**src/hw/rtl/skt_pkg.sv**
```systemverilog
// Shared types and codes for the sorted key table.
`default_nettype none
package skt_pkg;

  localparam int KeyWidth = 32;
  localparam int CmdWidth = 2;
  localparam int StatusWidth = 3;

  typedef logic [CmdWidth-1:0] cmd_t;
  typedef logic [StatusWidth-1:0] status_t;
  typedef logic signed [KeyWidth-1:0] key_t;

  localparam cmd_t CMD_UPSERT = 2'd0;
  localparam cmd_t CMD_LOOKUP = 2'd1;
  localparam cmd_t CMD_REMOVE = 2'd2;
  localparam cmd_t CMD_SPARE = 2'd3;

  localparam status_t ST_INSERTED = 3'd0;
  localparam status_t ST_UPDATED = 3'd1;
  localparam status_t ST_FOUND = 3'd2;
  localparam status_t ST_NOT_FOUND = 3'd3;
  localparam status_t ST_REMOVED = 3'd4;
  localparam status_t ST_FULL = 3'd5;

  // Commands from the controller to the cell array.
  typedef struct packed {
    logic capture;
    logic execute;
  } ctl_t;

endpackage
`default_nettype wire

```
**src/hw/rtl/skt_ctrl.sv**
```systemverilog
// Controller: accepts an item, runs the execute step and holds the result valid.
`default_nettype none
module skt_ctrl (
  input  wire logic        clk,
  input  wire logic        rst,
  input  wire logic        req_valid,
  output logic             req_ready,
  output logic             rsp_valid,
  input  wire logic        rsp_ready,
  output skt_pkg::ctl_t    ctl
);
  import skt_pkg::*;

  localparam logic S_IDLE = 1'b0;
  localparam logic S_EXEC = 1'b1;

  logic state;
  logic state_next;
  logic rsp_valid_next;

  always_comb begin
    // take no item while reset is held
    req_ready = (state == S_IDLE) && !rst;
    ctl.capture = req_valid && req_ready;
    // execute only when the result register is free or being drained
    ctl.execute = (state == S_EXEC) && (!rsp_valid || rsp_ready);
    state_next = state;
    unique case (state)
      S_IDLE: begin
        if (ctl.capture) state_next = S_EXEC;
      end
      S_EXEC: begin
        if (ctl.execute) state_next = S_IDLE;
      end
      default: state_next = S_IDLE;
    endcase
    if (ctl.execute) rsp_valid_next = 1'b1;
    else if (rsp_ready) rsp_valid_next = 1'b0;
    else rsp_valid_next = rsp_valid;
  end

  always_ff @(posedge clk) begin
    if (rst) begin
      state <= S_IDLE;
      rsp_valid <= 1'b0;
    end else begin
      state <= state_next;
      rsp_valid <= rsp_valid_next;
    end
  end

endmodule
`default_nettype wire

```
**config.mk**
```make
export PLATFORM = sky130hd
export DESIGN_NAME = skt_ctrl
export DESIGN_NICKNAME = d
export VERILOG_FILES = /design/src/hw/rtl/skt_pkg.sv /design/src/hw/rtl/skt_ctrl.sv
export SDC_FILE = /design/constraint.sdc
export NUM_CORES = 1
export LEC_CHECK = 0
export BUFFER_PORTS_ARGS = -buffer_cell sky130_fd_sc_hd__buf_2
export CORE_AREA = 4 4 41 43
export CTS_BUF_LIST = sky130_fd_sc_hd__clkbuf_2 sky130_fd_sc_hd__clkbuf_4 sky130_fd_sc_hd__clkbuf_8
export DETAILED_ROUTE_END_ITERATION = 12
export DIE_AREA = 0 0 45 47
export GPL_ROUTABILITY_DRIVEN = 0
export PLACE_DENSITY = 0.3
export SYNTH_ARGS = -nofsm -noshare
export SYNTH_HDL_FRONTEND = slang
export SYNTH_SLANG_ARGS = --single-unit
```
**constraint.sdc**
```tcl
create_clock -name clk -period 1.7 [get_ports clk]
set_input_delay 0.17 -clock clk [delete_from_list [all_inputs] [get_ports clk]]
set_output_delay 0.17 -clock clk [all_outputs]
set_load 0.02 [all_outputs]
```
# Yosys cells after proc, flatten, opt, wreduce, memory -nomap -nowiden
# Cells that the tools add are included.
[op_classes]
reduce_logical = 7
n_mux = 5
bitwise = 1
[op_table]
columns = ["op", "n"]
rows = [
  ["1-bit two-way mux", 4],
  ["1-bit logical AND", 3],
  ["1-bit logical NOT", 2],
  ["1-bit one-hot mux with 2 select lines", 1],
  ["2-bit nonzero test", 1],
  ["1-bit logical OR", 1],
  ["1-bit NOT", 1],
]
[totals]
word_cells = 15
out_inout_bits = 4
reg_bits = 2
input_bits = 4

# Depth between registers and ports, before layout
# Gate-level depths: netlist of run 1.
[logic_depth]
word_depth = 5
mapped_depth = 3
depth_no_buf = 2

# Worst setup path after synthesis of run 1
# No wires, ideal clock.
[synth_timing]
kind = "reg-to-output"
from = "register rsp_valid"
to = "output ctl[0] (netlist name)"
setup_slack_ps = 671
arrival_ps = 859
n_path_buf = 1
path_stages_with_launch = 4
required_ps = 1530
cell_sequence = "dfxtp_1 nand2b_1 and2_2 buf_4"
[synth_rtl]
columns = ["item", "line_no", "rtl"]
rows = [
  ["start: declaration", "skt_ctrl.sv:8", "output logic rsp_valid,"],
  ["start signal: assignment", "skt_ctrl.sv:48", "rsp_valid <= rsp_valid_next;"],
  ["end: declaration", "skt_ctrl.sv:10", "output skt_pkg::ctl_t ctl"],
]

==> impl_metrics.sql, run 1 <==
INSERT INTO impl_metrics (metric_group, metric, value, unit) VALUES
('status', 'outcome', 'finished clean', ''),
('layout', 'area_growth', '67.9', '%'),
('worst_setup_path', 'worstPathArrival', '0.98', 'ns'),
('worst_setup_path', 'cpLargestDelayFamily', 'flip-flops', ''),
('worst_setup_path', 'startpoint_type', 'flip-flop', ''),
('worst_setup_path', 'critical_path.cell_chain', 'nand2b_1 > and2_2 > buf_2', ''),
('clock_tree', 'cts_buffers', '3', ''),
('yosys', 'ys_types', '10', ''),
('worst_setup_path', 'worst-path-max-fanout', '3', ''),
('worst_setup_path', 'critPathSlowestCell', 'dfxtp_1', ''),
('global_route', 'grt_remaining_overflow', '0', ''),
('yosys', 'yosysSeqAreaShare', '39.5', '%'),
('clock_tree', 'ctsResizeCount', '0', ''),
('layout', 'finalInstanceArea', '170', 'um2'),
('clock_tree', 'htree_depth', '1', ''),
('clock_tree', 'clk_root_buffer_cell', 'clkbuf_4', ''),
('timing', 'setup-violations-final', '0', ''),
('route', 'drt-pass1-iter-count', '2', ''),
('worst_setup_path', 'worst-endpoint-required', '1.53', 'ns'),
('die', 'die_w', '45', 'um'),
('route', 'routed_wirelength', '292', 'um'),
('die', 'core_region_area', '0.00130', 'mm2'),
('clock_tree', 'cts_max_path_buffers', '2', ''),
('yosys', 'ys.warnings.count', '0', ''),
('worst_setup_path', 'critical_path.reg2reg.startpoint', 'state$_SDFF_PP0_', ''),
('die', 'design.die.area', '0.00212', 'mm2'),
('global_route', 'first_global_vias', '120', ''),
('timing', 'finalHoldViolCount', '0', ''),
('timing', 'maxSlewHeadroom', '89.1', '%'),
('clock_tree', 'clock-sinks', '2', ''),
('timing', 'rsz0062_at_grt', 'false', ''),
('worst_setup_path', 'cp_num_cells', '3', ''),
('die', 'die_y', '47', 'um'),
('die', 'top_level_ports', '8', ''),
('route', 'vias_per_cell', '2.80', ''),
('yosys', 'synth.net_count', '15', ''),
('clock_tree', 'worst_skew_pair.late_latency', '0.22', 'ns'),
('timing', 'period_share', '67.5', '%'),
('yosys', 'post_synth_instance_area', '101', 'um2'),
('layout', 'layout_common_cells', '7 x buf_2, 3 x clkbuf_4, 2 x dfxtp_1', ''),
('global_route', 'pin_count_of_the_biggest_net_entering_global_routing', '6', ''),
('worst_setup_path', 'crit_end', 'ctl[0]', ''),
('placed_design', 'port_buffers', '7', ''),
('yosys', 'avgSynthCellArea', '9.21', 'um2'),
('layout', 'post_route_cells_drive_above_1_share', '60.0', '%'),
('die', 'core.rowCount', '13', ''),
('pwr', 'power_density', '1080', 'mW/mm2'),
('route', 'drc_errors', '0', ''),
('worst_setup_path', 'worst-r2r-cell-count', '2', ''),
('route', 'number_of_nets_with_antenna_violations_after_routing', '0', ''),
('timing', 'tns', '0', 'ns'),
('worst_setup_path', 'worstPathBufferInverterCount', '1', ''),
('worst_setup_path', 'launching_instance_or_port_of_the_critical_path', 'rsp_valid$_SDFFE_PP0P_', ''),
('placed_design', 'dpl_cell_area', '148', 'um2'),
('timing', 'max_slew.worst_pin.slew', '0.163', 'ns'),
('pwr', 'worst_ir_drop_vdd', '0.132', 'mV'),
('timing', 'period_needed', '1.15', 'ns'),
('worst_setup_path', 'cp_slowest_stage_delay', '0.32', 'ns'),
('global_route', 'grt_pass1_wl', '510', 'um'),
('clock_tree', 'post_cts_hold_buffer_count', '0', ''),
('yosys', 'syn_inst', '11', ''),
('timing', 'final.hold.worst_slack', '0.154', 'ns'),
('worst_setup_path', 'r2r_setup_slack', '0.90', 'ns'),
('timing', 'clock_skew', '0.00266', 'ns'),
('route', 'detail_route.iter0.violations', '1', ''),
('clock_tree', 'postCtsSetupRepairBufs', '0', ''),
('worst_setup_path', 'reg2reg_to', 'state$_SDFF_PP0_', ''),
('layout', 'final_common_cell', 'buf_2', ''),
('run', 'drv_cap', '0', ''),
('pwr', 'p_leak', '0.0797', 'nW'),
('global_route', 'number_of_antenna_violations_at_the_first_check_in_global_routing', '0', ''),
('worst_hold_path', 'min-delay-path-class', 'in -> reg', ''),
('clock_tree', 'cts_tree', 'built', ''),
('route', 'avgRoutedWirePerCell', '8.34', 'um'),
('global_route', 'gr-usage-all-layers', '4.18', '%'),
('route', 'via_count', '98', ''),
('layout', 'insertedDiodeCount', '0', ''),
('timing', 'max_freq', '871', 'MHz'),
('worst_setup_path', 'endpoint_type_of_the_worst_setup_path', 'primary output', ''),
('die', 'floorplan.initialDensity', '7.79', '%'),
('layout', 'nNetsFinal', '26', ''),
('clock_tree', 'clk_transition_reported_paths', '0.03', 'ns'),
('timing', 'drv_slew', '0', ''),
('worst_setup_path', 'crit_type', 'reg -> out', ''),
('yosys', 'yosys_register_bits', '2', '');
[worst register-to-register path, cell delays in order (launching register included)]
cell and delay, ns:
dfxtp_1 0.39, or2b_1 0.25, o21bai_1 0.11
[registers in the layout (all words and copies together), names as in the netlist]
signal / cells
state: 1
rsp_valid: 1
[kinds of logic after synthesis]
family	count (synthesis)	share of synthesized area (%)
buffers and inverters	2	11.1
DFF	2	39.5
and+or+nand+nor	5	37.0
AOI/OAI and AO/OA	2	12.3
[metrics by stage]
step                utilization [%]  setup slack (ns)  std cells  total power [W]
floorplan                         -             0.671         11        0.0000707
global placement               11.3             0.760         32        0.0000793
detailed placement             11.3             0.763         32        0.0000800
CTS                            13.1             0.536         35         0.000191
global route                   13.1             0.495         35         0.000202
finish                         13.1             0.552         35         0.000184
[worst min path at each step]
stage / endpoint / cells after the start / startpoint
5_1_grt: rsp_valid$_SDFFE_PP0P_ / 2 / rst
2_1_floorplan: rsp_valid$_SDFFE_PP0P_ / 1 / rst
3_5_place_dp: rsp_valid$_SDFFE_PP0P_ / 2 / rst
4_1_cts: rsp_valid$_SDFFE_PP0P_ / 2 / rst
3_3_place_gp: rsp_valid$_SDFFE_PP0P_ / 2 / rst
6_report: rsp_valid$_SDFFE_PP0P_ / 2 / rst
[synth_stat cells (all sizes together)]
cell type / n / area [um2]
inv: 1 / 3.75
dfxtp: 2 / 40.0
and2: 1 / 7.51
a21oi: 1 / 5.00
nand2b: 1 / 6.26
buf: 1 / 7.51
o21bai: 1 / 7.51
nor2: 1 / 3.75
nor3b: 1 / 12.5
or2b: 1 / 7.51
[cell type report]
class	count	area, um2
fillers	158	1130
multi-input cells	7	50.0
clock buffers	3	22.5
inverters	1	3.75
repair buffers	7	35.0
flip-flops and latches	2	40.0
well taps	15	18.8
[per-layer routing]
metal  track usage [%]  part of all wire, %  up-vias  wire length, um
met5                 0                    0        -                0
met4              5.26                    0        0                0
met3              5.75                   20        0               59
met2              2.82                   28        8               81
met1              4.29                   51       37              150
li1                  -                    -       53                -
[where the power goes]
part / internal [W] / switching, W
Combinational: 0.0000116 / 0.0000149
Sequential: 0.0000503 / 0.00000265
Clock: 0.0000778 / 0.0000265
(Power assumes the default switching activity.)
==> run 2: changes to the inputs <==
- ABC_AREA: unset -> 1
- clock period: 1.7 -> 1 ns (I/O delays scaled with it)
==> run 2 against run 1 <==
  * Synthesized cell count is 45% higher
  * Clock skew is 0.0012 ns higher
  * Power is 84% higher
  * Combinational power grew to 2.6 times the previous value
  * Core utilization is 3.4 points higher
  * Cell area is 26% higher
  * Highest routed layer unchanged
  * Wire length is 21% higher
  * Register-to-register slack worse by 0.56 ns
  * Synthesized area is 1.2% lower
  * Sequential power is 72% higher
  * Final cell count is 17% higher
  * Clock-buffer cell count stayed put
==> impl_metrics.sql, run 2 <==
INSERT INTO impl_metrics (metric_group, metric, value, unit) VALUES
('layout', 'nFillCells', '169', ''),
('timing', 'setup-violations-final', '0', ''),
('worst_setup_path', 'worst-endpoint-required', '0.90', 'ns'),
('timing', 'max_slew.worst_pin.slew', '0.118', 'ns'),
('yosys', 'syn_inst', '16', ''),
('route', 'drc_errors', '0', ''),
('yosys', 'post_synth_instance_area', '100', 'um2'),
('timing', 'final.hold.worst_slack', '0.0978', 'ns'),
('pwr', 'worst_ir_drop_vdd', '0.236', 'mV'),
('route', 'number_of_nets_with_antenna_violations_after_routing', '0', ''),
('die', 'design.die.area', '0.00212', 'mm2'),
('timing', 'drv_slew', '0', ''),
('timing', 'period_needed', '0.961', 'ns'),
('layout', 'layout_common_cells', '5 x buf_2, 3 x inv_2, 3 x nor2_4, 3 x nand2_1, 3 x clkbuf_4', ''),
('global_route', 'grt_pass1_wl', '489', 'um'),
('die', 'top_level_ports', '8', ''),
('yosys', 'ys_types', '7', ''),
('clock_tree', 'clk_root_buffer_cell', 'clkbuf_4', ''),
('route', 'drt-pass1-iter-count', '4', ''),
('timing', 'tns', '0', 'ns'),
('global_route', 'pin_count_of_the_biggest_net_entering_global_routing', '4', ''),
('yosys', 'synth_enable_flop_cells', '0', ''),
('timing', 'period_share', '96.1', '%'),
('pwr', 'power_density', '1580', 'mW/mm2'),
('timing', 'clock_skew', '0.00385', 'ns'),
('layout', 'insertedDiodeCount', '0', ''),
('die', 'core_region_area', '0.00130', 'mm2'),
('clock_tree', 'clk_transition_reported_paths', '0.03', 'ns'),
('layout', 'final_common_cell', 'buf_2', ''),
('route', 'via_count', '135', ''),
('global_route', 'number_of_antenna_violations_at_the_first_check_in_global_routing', '0', ''),
('layout', 'post_route_cells_drive_above_1_share', '76.9', '%'),
('clock_tree', 'worst_skew_pair.late_latency', '0.22', 'ns'),
('die', 'floorplan.initialDensity', '7.69', '%'),
('timing', 'max_freq', '1040', 'MHz'),
('run', 'drv_cap', '0', ''),
('route', 'detail_route.iter0.violations', '3', ''),
('clock_tree', 'htree_depth', '1', ''),
('clock_tree', 'cts_tree', 'built', ''),
('pwr', 'p_leak', '0.106', 'nW'),
('layout', 'area_growth', '114', '%'),
('status', 'outcome', 'finished clean', ''),
('worst_setup_path', 'worstPathArrival', '0.86', 'ns'),
('yosys', 'synth_area_leaders', 'dfxtp_1 40%, inv_1 15%, nand2_1 15%', ''),
('yosys', 'synth_async_sr_flop_share', '0', '%'),
('timing', 'maxSlewHeadroom', '92.1', '%'),
('worst_hold_path', 'min-delay-path-class', 'in -> reg', ''),
('yosys', 'most_common_library_cells_after_synthesis', '4 x inv_1, 4 x nand2_1, 3 x nor2_1', ''),
('die', 'core.rowCount', '13', ''),
('clock_tree', 'cts_max_path_buffers', '2', ''),
('yosys', 'yosys_register_bits', '2', ''),
('yosys', 'synth_top_flop_cell', 'dfxtp_1', ''),
('global_route', 'grt_remaining_overflow', '0', ''),
('worst_setup_path', 'worst-path-max-fanout', '2', ''),
('yosys', 'yosysSeqAreaShare', '40.0', '%'),
('clock_tree', 'clock-sinks', '2', ''),
('layout', 'top_regs', 'rsp_valid (1), state (1)', ''),
('yosys', 'synthDominantAreaCellType', 'dfxtp_1', ''),
('worst_setup_path', 'crit_type', 'reg -> out', ''),
('layout', 'nNetsFinal', '32', ''),
('timing', 'rsz0062_at_grt', 'true', ''),
('timing', 'finalHoldViolCount', '0', ''),
('route', 'avgRoutedWirePerCell', '8.63', 'um'),
('yosys', 'avgSynthCellArea', '6.26', 'um2'),
('die', 'die_y', '47', 'um'),
('yosys', 'yosysTopAreaCellShare', '40.0', '%'),
('clock_tree', 'cts_buffers', '3', ''),
('placed_design', 'worst_slack_placed', '0.189', 'ns'),
('worst_setup_path', 'startpoint_type', 'flip-flop', ''),
('global_route', 'gr-usage-all-layers', '4.02', '%'),
('route', 'routed_wirelength', '354', 'um'),
('yosys', 'ys.warnings.count', '0', ''),
('die', 'die_w', '45', 'um'),
('worst_setup_path', 'endpoint_type_of_the_worst_setup_path', 'primary output', ''),
('yosys', 'synth.net_count', '20', ''),
('global_route', 'first_global_vias', '132', ''),
('clock_tree', 'post_cts_hold_buffer_count', '0', ''),
('placed_design', 'port_buffers', '7', ''),
('route', 'vias_per_cell', '3.29', ''),
('timing', 'final.setup.worst_slack', '0.0389', 'ns');
[run 2: worst max-delay path: stages, from the launching register on]
cell and delay, ns:
dfxtp_2 0.32, nor2_4 0.10, nand2_2 0.06, inv_2 0.05, buf_6 0.10
[run 2: cells by family after synthesis]
logic type	share of synthesized area (%)
DFF	40.0
AOI/OAI and AO/OA	5.00
and+or+nand+nor	32.5
buffers and inverters	22.5
[run 2: worst paths after layout]
kind	from	endpoint	slack, ns	depth (start not counted)
worst max-delay path	state$_SDFF_PP0_	ctl[1]	0.04	4
worst min-delay path	rst	rsp_valid$_SDFFE_PP0P_	0.1	2
worst max register to register	state$_SDFF_PP0_	state$_SDFF_PP0_	0.34	4
worst min register to register	state$_SDFF_PP0_	rsp_valid$_SDFFE_PP0P_	0.52	2
[run 2: metal layers]
| metal | share of wire (%) | wire length, um | global-route usage, % | vias to the layer above |
|---|---|---|---|---|
| li1 | - | - | - | 66 |
| met3 | 18 | 63 | 4.98 | 0 |
| met1 | 40 | 140 | 4.07 | 61 |
| met4 | 0 | 0 | 5.26 | 0 |
| met5 | 0 | 0 | 0 | - |
| met2 | 42 | 149 | 3.11 | 8 |
[run 2: cell type report]
class                      count  area [um2]  share of cell area (%)
tap                           15        18.8                    8.77
sequential                     2        42.5                    19.9
clock buffer                   3        22.5                    10.5
multi-input combinational      9        60.1                    28.1
timing repair buffer           8        55.1                    25.7
inverter                       4        15.0                    7.02
[run 2: stage by stage]
step                instances  util [%]  cell area [um2]  power (W)
floorplan                  16         -              100   0.000120
global placement           37      11.3              146   0.000135
detailed placement         37      11.3              146   0.000136
CTS                        41      14.6              190   0.000337
global route               41      16.4              214   0.000366
finish                     41      16.4              214   0.000338
[run 2: what timing repair did]
| item | CTS | global route |
|---|---|---|
| cloned | 0 | 0 |
| buffers inserted | 1 | 0 |
| endpoints found under the setup margin | 2 | 2 |
| gates resized for setup | 7 | 8 |
| pin swaps | 1 | 1 |
[run 2: where the power goes]
part	internal (W)	switching, W
sequential	0.0000866	0.00000452
combinational	0.0000300	0.0000390
clock	0.000132	0.0000457
